<file path="src/rtl/trt_pkg.sv">
// shared types and constants of the touch report tracker
package trt_pkg;

    localparam int NumPts = 5;
    localparam int IdxW   = 3;
    localparam int CrdW   = 16;
    localparam int ModeW  = 8;
    localparam int FlagW  = 8;
    localparam int CntW   = 4;

    // input tdata layout: mode byte, status byte, then a/b word pairs per point
    localparam int InDataW  = 2 * ModeW + 2 * CrdW * NumPts;
    localparam int RawBase  = 2 * ModeW;

    // output tdata layout: index, x, y, flags, padded to whole bytes
    localparam int OutBits  = IdxW + 2 * CrdW + FlagW;
    localparam int OutDataW = ((OutBits + 7) / 8) * 8;
    localparam int OutUserW = 3;

    localparam int CfgIdxW  = 3;
    localparam int CfgDataW = 16;

    localparam logic [IdxW-1:0] LastIdx = IdxW'(NumPts - 1);

    localparam logic [FlagW-1:0] FlagsActive = 8'hC0;
    localparam logic [FlagW-1:0] PressBit    = 8'h80;
    localparam logic [FlagW-1:0] ClrPress    = 8'h7F;
    localparam logic [FlagW-1:0] KeepOnClr   = 8'hE0;
    localparam logic [ModeW-1:0] RelMask     = 8'h8F;
    localparam logic [ModeW-1:0] RelCode     = 8'h80;
    localparam logic [ModeW-1:0] RollbackMode = 8'h80;

    localparam logic [7:0] PollCap     = 8'd240;
    localparam logic [7:0] PollRestart = 8'd10;
    localparam logic [7:0] SampleBelow = 8'd10;
    localparam logic [3:0] ModLast     = 4'd9;
    localparam logic [CntW-1:0] CntLimit = 4'd6;
    localparam logic [CntW-1:0] CntOne   = 4'd1;
    localparam logic [CntW-1:0] CntAll   = CntW'(NumPts);

    localparam logic [CrdW-1:0] CrdClear = 16'hFFFF;

    // reset values of the configuration registers
    localparam logic [1:0]      RstScanDir = 2'd1;
    localparam logic [CrdW-1:0] RstWidth   = 16'd320;
    localparam logic [CrdW-1:0] RstHeight  = 16'd480;
    localparam logic [CrdW-1:0] RstShort   = 16'd320;
    localparam logic [CrdW-1:0] RstLong    = 16'd480;

    typedef enum logic [CfgIdxW-1:0] {
        CFG_SCAN_DIR = 3'd0,
        CFG_WIDTH    = 3'd1,
        CFG_HEIGHT   = 3'd2,
        CFG_SHORT    = 3'd3,
        CFG_LONG     = 3'd4
    } cfg_idx_t;

    typedef enum logic [1:0] {
        DIR_ROTATE     = 2'd0,
        DIR_DIRECT     = 2'd1,
        DIR_MIRROR     = 2'd2,
        DIR_ROTATE_REV = 2'd3
    } scan_dir_t;

    typedef struct packed {
        logic [1:0]      scan_dir;
        logic [CrdW-1:0] width;
        logic [CrdW-1:0] height;
        logic [CrdW-1:0] short_side;
        logic [CrdW-1:0] long_side;
    } trt_cfg_t;

    typedef struct packed {
        logic [FlagW-1:0] flags;
        logic             scan_valid;
        logic             clear_req;
        logic             sampled;
    } trt_status_t;

    // one classified poll: slot writes plus the flags to report
    typedef struct packed {
        trt_status_t                  status;
        logic [NumPts-1:0]            wr;
        logic                         backup;
        logic [NumPts-1:0][CrdW-1:0]  px;
        logic [NumPts-1:0][CrdW-1:0]  py;
    } trt_cmd_t;

endpackage

</file>
<file path="src/rtl/trt_front.sv">
// front end: poll counter, status sampling, flag update and coordinate transform
module trt_front (
    input  logic                          clk,
    input  logic                          rst_n,
    input  logic                          in_valid,
    output logic                          in_ready,
    input  logic [trt_pkg::InDataW-1:0]   in_data,
    input  trt_pkg::trt_cfg_t             cfg,
    input  logic                          room,
    output logic                          push,
    output trt_pkg::trt_cmd_t             cmd
);

    logic [7:0]                  poll_reg, poll_next;
    logic [3:0]                  mod_reg, mod_next;
    logic [trt_pkg::FlagW-1:0]   flag_reg, flag_next;

    logic [7:0]                  pc, pc_a;
    logic [3:0]                  mod_inc, mod_a;
    logic                        sampled, load, oob, rollback, release_hit, rel_clr;
    logic [trt_pkg::ModeW-1:0]   mode, mode_a;
    logic [trt_pkg::CntW-1:0]    cnt;
    logic [trt_pkg::NumPts-1:0]  mask;
    logic [trt_pkg::FlagW-1:0]   flag_a, flag_b;
    logic [trt_pkg::NumPts-1:0][trt_pkg::CrdW-1:0] ra, rb, tx, ty;

    assign in_ready = room;
    assign push     = in_valid & room;

    always_comb
    begin
        for (int i = 0; i < trt_pkg::NumPts; i++)
        begin
            ra[i] = in_data[trt_pkg::RawBase + 2*trt_pkg::CrdW*i +: trt_pkg::CrdW];
            rb[i] = in_data[trt_pkg::RawBase + 2*trt_pkg::CrdW*i + trt_pkg::CrdW +:
                            trt_pkg::CrdW];
            mask[i] = (cnt > trt_pkg::CntW'(i));
            unique case (trt_pkg::scan_dir_t'(cfg.scan_dir))
                trt_pkg::DIR_ROTATE:
                begin
                    tx[i] = rb[i];
                    ty[i] = cfg.short_side - ra[i];
                end
                trt_pkg::DIR_DIRECT:
                begin
                    tx[i] = ra[i];
                    ty[i] = rb[i];
                end
                trt_pkg::DIR_MIRROR:
                begin
                    tx[i] = cfg.short_side - ra[i];
                    ty[i] = cfg.long_side - rb[i];
                end
                default:
                begin
                    tx[i] = cfg.long_side - rb[i];
                    ty[i] = ra[i];
                end
            endcase
        end
    end

    always_comb
    begin
        pc      = poll_reg + 8'd1;
        mod_inc = (mod_reg == trt_pkg::ModLast) ? 4'd0 : mod_reg + 4'd1;
        sampled = (mod_inc == 4'd0) || (pc < trt_pkg::SampleBelow);
        mode    = sampled ? in_data[trt_pkg::ModeW +: trt_pkg::ModeW]
                          : in_data[0 +: trt_pkg::ModeW];
        cnt     = mode[trt_pkg::CntW-1:0];
        load    = sampled && (cnt != '0) && (cnt < trt_pkg::CntLimit);
        oob     = (tx[0] > cfg.width) || (ty[0] > cfg.height);
        rollback = load && oob && (cnt == trt_pkg::CntOne);

        if (load && !rollback)
            flag_a = trt_pkg::FlagsActive | trt_pkg::FlagW'(mask);
        else
            flag_a = flag_reg;
        mode_a = rollback ? trt_pkg::RollbackMode : mode;
        pc_a   = (load && !rollback) ? 8'd0 : pc;
        mod_a  = (load && !rollback) ? 4'd0 : mod_inc;

        // release tracking on a ready byte with no points
        release_hit = ((mode_a & trt_pkg::RelMask) == trt_pkg::RelCode);
        rel_clr     = release_hit && !flag_a[trt_pkg::FlagW-1];
        if (!release_hit)
            flag_b = flag_a;
        else if (flag_a[trt_pkg::FlagW-1])
            flag_b = flag_a & trt_pkg::ClrPress;
        else
            flag_b = flag_a & trt_pkg::KeepOnClr;

        if (pc_a > trt_pkg::PollCap)
        begin
            poll_next = trt_pkg::PollRestart;
            mod_next  = 4'd0;
        end
        else
        begin
            poll_next = pc_a;
            mod_next  = mod_a;
        end
        flag_next = flag_b;

        for (int i = 0; i < trt_pkg::NumPts; i++)
        begin
            cmd.wr[i] = load && mask[i];
            cmd.px[i] = tx[i];
            cmd.py[i] = ty[i];
        end
        cmd.wr[0] = (load && !rollback) || rel_clr;
        if (rel_clr)
        begin
            cmd.px[0] = trt_pkg::CrdClear;
            cmd.py[0] = trt_pkg::CrdClear;
        end
        else if (oob)
        begin
            cmd.px[0] = tx[1];
            cmd.py[0] = ty[1];
        end
        cmd.backup = load && (cnt < trt_pkg::CntAll);

        cmd.status.flags      = flag_b;
        cmd.status.scan_valid = load;
        cmd.status.clear_req  = sampled && mode[trt_pkg::ModeW-1] &&
                                (cnt < trt_pkg::CntLimit);
        cmd.status.sampled    = sampled;
    end

    always_ff @(posedge clk or negedge rst_n)
    begin
        if (!rst_n)
        begin
            poll_reg <= '0;
            mod_reg  <= '0;
            flag_reg <= '0;
        end
        else if (push)
        begin
            poll_reg <= poll_next;
            mod_reg  <= mod_next;
            flag_reg <= flag_next;
        end
    end

endmodule

</file>
<file path="src/rtl/trt_cmd_queue.sv">
// two-entry queue of classified polls between front and back
module trt_cmd_queue (
    input  logic               clk,
    input  logic               rst_n,
    input  logic               push,
    input  trt_pkg::trt_cmd_t  push_cmd,
    output logic               room,
    input  logic               pop,
    output logic               avail,
    output trt_pkg::trt_cmd_t  head
);

    trt_pkg::trt_cmd_t entry_reg [2];
    logic       wr_ptr_reg, wr_ptr_next;
    logic       rd_ptr_reg, rd_ptr_next;
    logic [1:0] count_reg, count_next;

    assign room  = (count_reg != 2'd2);
    assign avail = (count_reg != 2'd0);
    assign head  = entry_reg[rd_ptr_reg];

    always_comb
    begin
        wr_ptr_next = push ? ~wr_ptr_reg : wr_ptr_reg;
        rd_ptr_next = pop  ? ~rd_ptr_reg : rd_ptr_reg;
        count_next  = count_reg + {1'b0, push} - {1'b0, pop};
    end

    always_ff @(posedge clk)
    begin
        if (push)
            entry_reg[wr_ptr_reg] <= push_cmd;
    end

    always_ff @(posedge clk or negedge rst_n)
    begin
        if (!rst_n)
        begin
            wr_ptr_reg <= 1'b0;
            rd_ptr_reg <= 1'b0;
            count_reg  <= 2'd0;
        end
        else
        begin
            wr_ptr_reg <= wr_ptr_next;
            rd_ptr_reg <= rd_ptr_next;
            count_reg  <= count_next;
        end
    end

endmodule

</file>
<file path="src/rtl/trt_back.sv">
// back end: point slots and one point result per cycle, unless out_ready stalls it, into the output register
module trt_back (
    input  logic                            clk,
    input  logic                            rst_n,
    input  logic                            avail,
    input  trt_pkg::trt_cmd_t               head,
    output logic                            pop,
    output logic                            out_valid,
    input  logic                            out_ready,
    output logic [trt_pkg::OutDataW-1:0]    out_data,
    output logic [trt_pkg::OutUserW-1:0]    out_user,
    output logic                            out_last
);

    logic [trt_pkg::CrdW-1:0] sx_reg [trt_pkg::NumPts];
    logic [trt_pkg::CrdW-1:0] sy_reg [trt_pkg::NumPts];
    trt_pkg::trt_status_t     stat_reg;
    logic                     busy_reg, busy_next;
    logic [trt_pkg::IdxW-1:0] idx_reg, idx_next;
    logic                     valid_reg, valid_next;
    logic [trt_pkg::OutDataW-1:0] data_reg;
    logic [trt_pkg::OutUserW-1:0] user_reg;
    logic                     last_reg;
    logic                     load_out, last_load;

    assign out_valid = valid_reg;
    assign out_data  = data_reg;
    assign out_user  = user_reg;
    assign out_last  = last_reg;

    always_comb
    begin
        load_out   = busy_reg && (!valid_reg || out_ready);
        last_load  = load_out && (idx_reg == trt_pkg::LastIdx);
        pop        = avail && (!busy_reg || last_load);
        busy_next  = pop ? 1'b1 : (last_load ? 1'b0 : busy_reg);
        idx_next   = pop ? '0 : (load_out ? idx_reg + 1'b1 : idx_reg);
        valid_next = load_out ? 1'b1 : (out_ready ? 1'b0 : valid_reg);
    end

    always_ff @(posedge clk or negedge rst_n)
    begin
        if (!rst_n)
        begin
            busy_reg  <= 1'b0;
            idx_reg   <= '0;
            valid_reg <= 1'b0;
            for (int i = 0; i < trt_pkg::NumPts; i++)
            begin
                sx_reg[i] <= '0;
                sy_reg[i] <= '0;
            end
        end
        else
        begin
            busy_reg  <= busy_next;
            idx_reg   <= idx_next;
            valid_reg <= valid_next;
            if (pop)
            begin
                for (int i = 0; i < trt_pkg::NumPts; i++)
                begin
                    if (head.wr[i])
                    begin
                        sx_reg[i] <= head.px[i];
                        sy_reg[i] <= head.py[i];
                    end
                end
                // backup slot keeps the previous first point unless overwritten
                if (!head.wr[trt_pkg::NumPts-1] && head.backup)
                begin
                    sx_reg[trt_pkg::NumPts-1] <= sx_reg[0];
                    sy_reg[trt_pkg::NumPts-1] <= sy_reg[0];
                end
            end
        end
    end

    always_ff @(posedge clk)
    begin
        if (pop)
            stat_reg <= head.status;
        if (load_out)
        begin
            data_reg <= trt_pkg::OutDataW'({stat_reg.flags, sy_reg[idx_reg],
                                            sx_reg[idx_reg], idx_reg});
            user_reg <= {stat_reg.sampled, stat_reg.clear_req, stat_reg.scan_valid};
            last_reg <= (idx_reg == trt_pkg::LastIdx);
        end
    end

endmodule

</file>
<file path="src/rtl/touch_report_tracker.sv">
// top level of the touch report tracker: configuration registers and stream ports
// Each poll transaction on the s_ side advances the poll counter, samples the device
// status when due, rebuilds the point flags and transforms the raw coordinates by the
// scan direction; it then yields five point transactions on the m_ side, index 0 to 4,
// the last one marked by m_tlast. The front end classifies a poll in the cycle it is
// accepted and hands it through a two-entry queue to the back end, which updates the
// point slots and sends one point result per cycle, unless m_tready stalls, through an
// output register. The back end sets the pace; the queue lets up to two polls wait
// while results drain, so a new poll is taken before the last one is through.
// Configuration writes are taken at any time (cfg_ready is always high) but must only
// be issued while no poll is in flight; an index above 4 is ignored.
module touch_report_tracker (
    input  logic                               clk,
    input  logic                               rst_n,
    // poll input, s_tdata from bit 0: caller_mode, device_status, raw_a0, raw_b0,
    // raw_a1, raw_b1, raw_a2, raw_b2, raw_a3, raw_b3, raw_a4, raw_b4
    input  logic                               s_tvalid,
    output logic                               s_tready,
    input  logic [trt_pkg::InDataW-1:0]        s_tdata,
    // point results, m_tdata from bit 0: point_index, point_x, point_y, touch_flags,
    // zero pad
    output logic                               m_tvalid,
    input  logic                               m_tready,
    output logic [trt_pkg::OutDataW-1:0]       m_tdata,
    // m_tuser from bit 0: scan_valid, clear_request, sampled
    output logic [trt_pkg::OutUserW-1:0]       m_tuser,
    output logic                               m_tlast,
    // configuration write channel
    input  logic                               cfg_valid,
    output logic                               cfg_ready,
    input  logic [trt_pkg::CfgIdxW-1:0]        cfg_index,
    input  logic [trt_pkg::CfgDataW-1:0]       cfg_data
);

    trt_pkg::trt_cfg_t cfg_reg, cfg_next;
    trt_pkg::trt_cmd_t push_cmd, head;
    logic              push, room, pop, avail;

    assign cfg_ready = 1'b1;

    // register file decode
    always_comb
    begin
        cfg_next = cfg_reg;
        if (cfg_valid)
        begin
            unique case (cfg_index)
                trt_pkg::CFG_SCAN_DIR: cfg_next.scan_dir   = cfg_data[1:0];
                trt_pkg::CFG_WIDTH:    cfg_next.width      = cfg_data;
                trt_pkg::CFG_HEIGHT:   cfg_next.height     = cfg_data;
                trt_pkg::CFG_SHORT:    cfg_next.short_side = cfg_data;
                trt_pkg::CFG_LONG:     cfg_next.long_side  = cfg_data;
                default:               cfg_next = cfg_reg;
            endcase
        end
    end

    always_ff @(posedge clk or negedge rst_n)
    begin
        if (!rst_n)
        begin
            cfg_reg.scan_dir   <= trt_pkg::RstScanDir;
            cfg_reg.width      <= trt_pkg::RstWidth;
            cfg_reg.height     <= trt_pkg::RstHeight;
            cfg_reg.short_side <= trt_pkg::RstShort;
            cfg_reg.long_side  <= trt_pkg::RstLong;
        end
        else
        begin
            cfg_reg <= cfg_next;
        end
    end

    // classify polls as they arrive
    trt_front u_front (
        .clk      (clk),
        .rst_n    (rst_n),
        .in_valid (s_tvalid),
        .in_ready (s_tready),
        .in_data  (s_tdata),
        .cfg      (cfg_reg),
        .room     (room),
        .push     (push),
        .cmd      (push_cmd)
    );

    // decouples acceptance from result delivery
    trt_cmd_queue u_queue (
        .clk      (clk),
        .rst_n    (rst_n),
        .push     (push),
        .push_cmd (push_cmd),
        .room     (room),
        .pop      (pop),
        .avail    (avail),
        .head     (head)
    );

    // apply slot updates and stream out the point results
    trt_back u_back (
        .clk       (clk),
        .rst_n     (rst_n),
        .avail     (avail),
        .head      (head),
        .pop       (pop),
        .out_valid (m_tvalid),
        .out_ready (m_tready),
        .out_data  (m_tdata),
        .out_user  (m_tuser),
        .out_last  (m_tlast)
    );

endmodule
</file>
<file path="config.mk">
export PLATFORM = sky130hd
export DESIGN_NAME = touch_report_tracker
export DESIGN_NICKNAME = d
export VERILOG_FILES = /design/src/rtl/trt_pkg.sv /design/src/rtl/trt_front.sv /design/src/rtl/trt_cmd_queue.sv /design/src/rtl/trt_back.sv /design/src/rtl/touch_report_tracker.sv
export SDC_FILE = /design/constraint.sdc
export NUM_CORES = 1
export LEC_CHECK = 0
export CAP_MARGIN = 20
export CORE_AREA = 2 2 279 281
export DETAILED_ROUTE_END_ITERATION = 7
export DIE_AREA = 0 0 281 283
export DONT_BUFFER_PORTS = 1
export GPL_ROUTABILITY_DRIVEN = 0
export PLACE_DENSITY_LB_ADDON = 0.08
export SYNTH_ARGS = -nofsm -noshare
export SYNTH_HDL_FRONTEND = slang
export SYNTH_SLANG_ARGS = --single-unit
export TNS_END_PERCENT = 10
</file>
<file path="constraint.sdc">
create_clock -name clk -period 11.6 [get_ports clk]
set_clock_uncertainty 0.1 [all_clocks]
set_input_delay 0 -clock clk [delete_from_list [all_inputs] [get_ports clk]]
set_output_delay 0 -clock clk [all_outputs]
set_load 0.1 [all_outputs]
</file>
After elaboration in Yosys (flattened, before gate mapping)
Memories as Yosys holds them, arrays and structs flattened.
Cells that the tools add are included.
{"block": "word_totals", "ff_bits": 313, "memories": 1, "ramBits": 354}
{"memory": "u_queue.entry_reg", "depth": 2, "width": 177, "rd": 1, "rd_clocked_by_memory_dff": 0, "wr": 1, "line": "trt_cmd_queue.sv:13", "text": "trt_pkg::trt_cmd_t entry_reg [2];"}
{"block": "classes", "eq_ne": 11, "mux": 42, "order_cmp": 12, "bitwise_logic": 4, "reduce_logical": 46, "add_sub_neg": 15}
{"operator": "one-hot mux 16 bit (3 select lines)", "count": 10}
{"operator": "2-to-1 mux 16 bit", "count": 12}
{"operator": "subtractor 16 bit", "count": 10}
{"operator": "binary-select mux 16 bit (select 3 bit)", "count": 2}
{"operator": "2-to-1 mux 8 bit", "count": 6}
{"operator": "> comparator 16 bit", "count": 2}
{"operator": "AND reduction 2 bit", "count": 10}
{"operator": "logical AND 1 bit", "count": 17}
{"operator": "2-to-1 mux 4 bit", "count": 3}
{"operator": "nonzero test 2 bit", "count": 5}
{"operator": "adder 8 x 1 -> 8 bit, second input constant", "count": 1}
{"operator": "> comparator 4 x 1 -> 1 bit, second input constant", "count": 2}
{"operator": "> comparator 4 x 2 -> 1 bit, second input constant", "count": 2}
{"operator": "> comparator 8 bit, second input constant", "count": 1}
{"operator": "< comparator 4 x 3 -> 1 bit, second input constant", "count": 2}
{"operator": "< comparator 8 x 4 -> 1 bit, second input constant", "count": 1}
{"operator": "equality test 3 x 2 -> 1 bit, second input constant", "count": 2}
{"operator": "equality test 3 bit, second input constant", "count": 2}
{"operator": "2-to-1 mux 1 bit", "count": 6}
{"operator": "2-to-1 mux 3 bit", "count": 2}
{"operator": "equality test 5 bit, second input constant", "count": 1}
{"operator": "zero test 1 bit", "count": 5}
{"operator": "logical OR 1 bit", "count": 5}
{"operator": "2-to-1 mux 5 bit", "count": 1}
{"operator": "other kinds (19)", "count": 20}

Longest topological paths before layout
{"block": "depth", "word_depth": 16, "depth_mapped": 22}

By module
From an unflattened synthesis, not the netlist that was laid out.
{"block": "hier_totals", "cells_unflattened": 3066, "area_unflattened_um2": 39673.0}
{"mod": "trt_front", "instances": 1, "cells_per_inst": 1732, "area_per_inst_um2": 13674.4, "seq_area_each_um2": 500.5}
{"mod": "trt_cmd_queue", "instances": 1, "cells_per_inst": 566, "area_per_inst_um2": 13395.3, "seq_area_each_um2": 10730.3}
{"mod": "trt_back", "instances": 1, "cells_per_inst": 622, "area_per_inst_um2": 9907.0, "seq_area_each_um2": 5870.6}
{"mod": "touch_report_tracker", "instances": 1, "cells_per_inst": 146, "area_per_inst_um2": 2696.3, "seq_area_each_um2": 1667.8}

Worst setup path after synthesis
OpenSTA, ideal clock, no wires.
{"block": "synth_path", "path_type": "register -> register", "startpoint": "reg u_queue.count_reg[1]", "endpoint": "mem u_queue.entry_reg[0][0] in the netlist's numbering (enable)", "arrival_ps": 9000, "path_slack_ps": 1782, "synth_period_minus_slack_ps": 9818, "required_time_ps": 10783, "path_stages_with_launch": 5, "path_buffers": 1, "setup_time_ps": 717, "path_cell_list": "dfrtp_1 > nand2_1 > nand2_1 > clkbuf_1 > nor2_1"}
{"block": "synth_between", "elab_chain_cells": 4}
{"item": "start, declared", "line": "trt_cmd_queue.sv:16", "text": "logic [1:0] count_reg, count_next;"}
{"item": "start signal, assigned", "line": "trt_cmd_queue.sv:47", "text": "count_reg <= count_next;"}
{"item": "!= test 2 bit", "line": "trt_cmd_queue.sv:18", "text": "assign room = (count_reg != 2'd2);"}
{"item": "named net s_tready", "line": "touch_report_tracker.sv:18", "text": "output logic s_tready,"}
{"item": "bitwise AND 1 bit", "line": "trt_front.sv:28", "text": "assign push = in_valid & room;"}
{"item": "2-to-1 mux 1 bit", "line": "trt_cmd_queue.sv:31", "text": "if (push)"}
{"item": "2-to-1 mux 1 bit (not written as such)", "line": "trt_cmd_queue.sv:32", "text": "entry_reg[wr_ptr_reg] <= push_cmd;"}
{"item": "end, declared", "line": "trt_cmd_queue.sv:13"}
The timed path passes the listed nets, and every way through them passes these cells.

==> out/qor.yml <==
global_route:
  grt_max_degree: 256
  antenna_found_initial: 15
  first_global_vias: 27600
  grt_overflow: 0
  grt_pass1_wl_um: 178000
  gr-usage-all-layers_pct: 30.7
synth:
  synth-edff-count: 412
  netlist_top_cells_area: "sky130_fd_sc_hd__edfxtp_1 33%, sky130_fd_sc_hd__dfrtp_1 16%, sky130_fd_sc_hd__mux4_2 8.7%"
  yosys-mux-area-fraction_pct: 15.1
  synthesized_area_per_cell_um2: 11.3
  mappedNetlistArea_um2: 37900
  synth.yosys.seq_area_share_pct: 49.5
  post_synth_and_or_nand_nor_area_fraction_pct: 9.23
  postSynth.topFlopCell: "sky130_fd_sc_hd__edfxtp_1"
  synth-adder-area-share_pct: 6.70
  synth_warnings: 0
  complex_gate_fraction_of_the_synthesized_area_pct: 12.3
  synthDominantAreaCellType: "sky130_fd_sc_hd__edfxtp_1"
  yosys.area.top_type_share_pct: 32.6
  ys_ff_latch: 667
  netlist-cell-type-count: 77
  synthesis.instances: 3358
  async_flop_share_pct: 38.2
  synthXorXnorAreaFrac_pct: 2.98
  synth_top_family_by_area: "multiplexers"
floorplan:
  floorplan.die.width_um: 281
  die_height_um: 283
  fp.dieArea_um2: 79500
  num_io_pins: 255
  core-area_um2: 76700
  row_count: 102
  start_util_pct: 49.4
final_layout:
  final_layout_size_suffix_gt1_share_pct: 10.9
  layout.filler_cells: 6350
  post_layout_nets: 3999
  most_frequent_standard_cell_in_the_layout_excluding_fill_and_tap_cells: "sky130_fd_sc_hd__edfxtp_1"
  ff_latch_area_um2: 18800
  largest_reg_flops: 354
  utilization_pct: 57.9
  multiInputGateArea_um2: 17700
  leading_cell_types_in_the_layout_fill_and_taps_excluded: "412 x sky130_fd_sc_hd__edfxtp_1, 292 x sky130_fd_sc_hd__nand2_1, 279 x sky130_fd_sc_hd__dlygate4sd3_1"
  area_delta_synth_final_pct: 17.2
clocking:
  numCtsBuffers: 76
  post-cts-setup-buffers: 0
  clk_pin_slew_worst_paths_ns: 0.06
  tritoncts_clock_tree: "done"
  insertion_delay_ns: 0.65
  clock_tree.buffer_depth: 3
  cts_htree_levels: 3
  cts_root_buf: "sky130_fd_sc_hd__clkbuf_16"
  numClockSinks: 667
detailed_routing:
  initial_detailed_routing_violation_count: 2968
  drt_pre_antenna_iters: 6
  detail_route.wl_per_cell_um: 26.1
  antenna_left: 0
  totalWireLength_um: 123000
  drc: 0
  routed-via-count: 28500
  routed_via_density: 6.04
timing:
  slew_at_the_pin_with_the_worst_max_slew_slack_ns: 1.22
  worst_slew_margin_relative_to_its_limit_pct: 17.9
  final_critical_path_setup_slack_ns: 3.00
  fmaxAchievable_mhz: 116
  setup-tns-final_ns: 0
  fin_hold_ws_ns: 0.00786
  count_of_endpoints_failing_hold_in_the_final_timing_report: 0
  timing.final.crit_period_ns: 8.60
  drv_slew: 0
  setup_viol: 0
  post-route-period-util_pct: 74.2
  rsz0062_at_grt: "no"
hold_path:
  hold_class: "in -> reg"
setup_path:
  critPathMaxFanout: 37
  kind_of_end_point_of_the_critical_path: "flip-flop"
  crit_required_ns: 11.86
  criticalPathCategory: "reg -> reg"
  critical_path_arrival_ns: 8.87
  worst_setup_path_start_kind: "flip-flop"
placed_design:
  dpl.hpwl_um: 87700
  dp_slack_ns: 3.90
  portBuffers: 0
pwr:
  power_uw: 12000
  power_density_nw_per_um2: 271
  worst_ir_drop_vdd_uv: 150
  p_leak_uw: 0.0181
job:
  drv_cap: 0
outcome:
  status: "finished, final reports clean"
[layout make-up]
cell class	instances	share of cell area, %
multi-input cells	2278	39.7
inverters	262	2.22
repair buffers	317	7.06
clock buffers	102	4.73
flip-flops and latches	667	42.3
clock inverters	40	0.991
well taps	1040	2.93
diodes	11	0.0620
[metrics by stage]
step | instances | cell area, um^2
2_1_floorplan | 3362 | 37900
3_3_place_gp | 4282 | 39000
3_5_place_dp | 4282 | 39000
4_1_cts | 4703 | 44300
5_1_grt | 4712 | 44400
6_report | 4717 | 44400
[routing by layer]
layer | global-route usage, % | up-vias | share of wire (%)
li1 | - | 12800 | -
met1 | 41.4 | 14000 | 40
met2 | 46.5 | 1365 | 44
met4 | 18.3 | 8 | 7.0
met3 | 5.74 | 332 | 8.2
met5 | 0 | - | 0.041
[where the power goes]
group          switching, uW  internal, uW  total, uW
Clock                   1010          1410       2410
Combinational           2860          1970       4830
Sequential              1120          3690       4810
[critical path, stage by stage, from the launching register on]
cell and delay [ns]:
sky130_fd_sc_hd__dfrtp_1 0.37, sky130_fd_sc_hd__inv_1 0.50, sky130_fd_sc_hd__ha_1 0.31, sky130_fd_sc_hd__inv_1 0.06, sky130_fd_sc_hd__fa_1 0.42, sky130_fd_sc_hd__a211oi_1 0.26, sky130_fd_sc_hd__nor2_1 0.11, sky130_fd_sc_hd__o41ai_1 0.71
sky130_fd_sc_hd__o211ai_1 0.26, sky130_fd_sc_hd__a41oi_1 0.30, sky130_fd_sc_hd__mux2i_1 0.29, sky130_fd_sc_hd__a32oi_1 0.23, sky130_fd_sc_hd__ha_1 0.45, sky130_fd_sc_hd__nand3_1 0.11, sky130_fd_sc_hd__nor3_1 0.35, sky130_fd_sc_hd__o311ai_0 0.27
sky130_fd_sc_hd__nand3_2 0.13, sky130_fd_sc_hd__buf_4 0.48, sky130_fd_sc_hd__clkinv_1 1.02, sky130_fd_sc_hd__a2111oi_0 0.72, sky130_fd_sc_hd__o31ai_1 0.16, sky130_fd_sc_hd__dlygate4sd3_1 0.62
[cells in the mapped netlist (50+ instances only)]
cell type and count:
sky130_fd_sc_hd__edfxtp_1 412, sky130_fd_sc_hd__xnor2_1 89, sky130_fd_sc_hd__nand2_1 292, sky130_fd_sc_hd__ha_1 187, sky130_fd_sc_hd__mux2_2 50, sky130_fd_sc_hd__mux2i_1 183
sky130_fd_sc_hd__a21oi_1 249, sky130_fd_sc_hd__nor2_1 279, sky130_fd_sc_hd__inv_1 257, sky130_fd_sc_hd__mux4_2 147, sky130_fd_sc_hd__o21ai_0 226, sky130_fd_sc_hd__clkbuf_1 108
sky130_fd_sc_hd__dfrtp_1 242
[what timing repair did]
item,CTS,global route
gates resized for setup,0,0
hold buffers,279,1
hold endpoints to repair,740,83
endpoints found under the setup margin,0,0
[cell families (layout without fill, tap and decap cells)]
kind of cell / after synthesis / after routing
AND/OR/NAND/NOR: 802 / 802
other: 2 / 17
multiplexers: 380 / 380
flip-flops: 667 / 667
adder cells (fa/ha/maj): 197 / 197
XOR/XNOR: 129 / 129
AO/OA/AOI/OAI: 764 / 764
buffers and inverters: 417 / 721
[path summary, 6_finish.rpt]
path / startpoint / endpoint / slack (ns) / cells past startpoint
worst max-delay path: cfg_reg[16] / u_queue.entry_reg[1][15] / 3.00 / 21
worst min-delay path: cfg_data[6] / cfg_reg[38] / 0.008 / 3
worst max register to register: cfg_reg[16] / u_queue.entry_reg[1][15] / 3.00 / 21
worst min register to register: u_back.stat_reg[8] / u_back.out_data[40] / 0.32 / 0
max in group asynchronous: rst_n / cfg_reg[65] / 9.59 / 4
min in group asynchronous: rst_n / u_front.flag_reg[7] / 0.34 / 3
(Power assumes the default switching activity.)
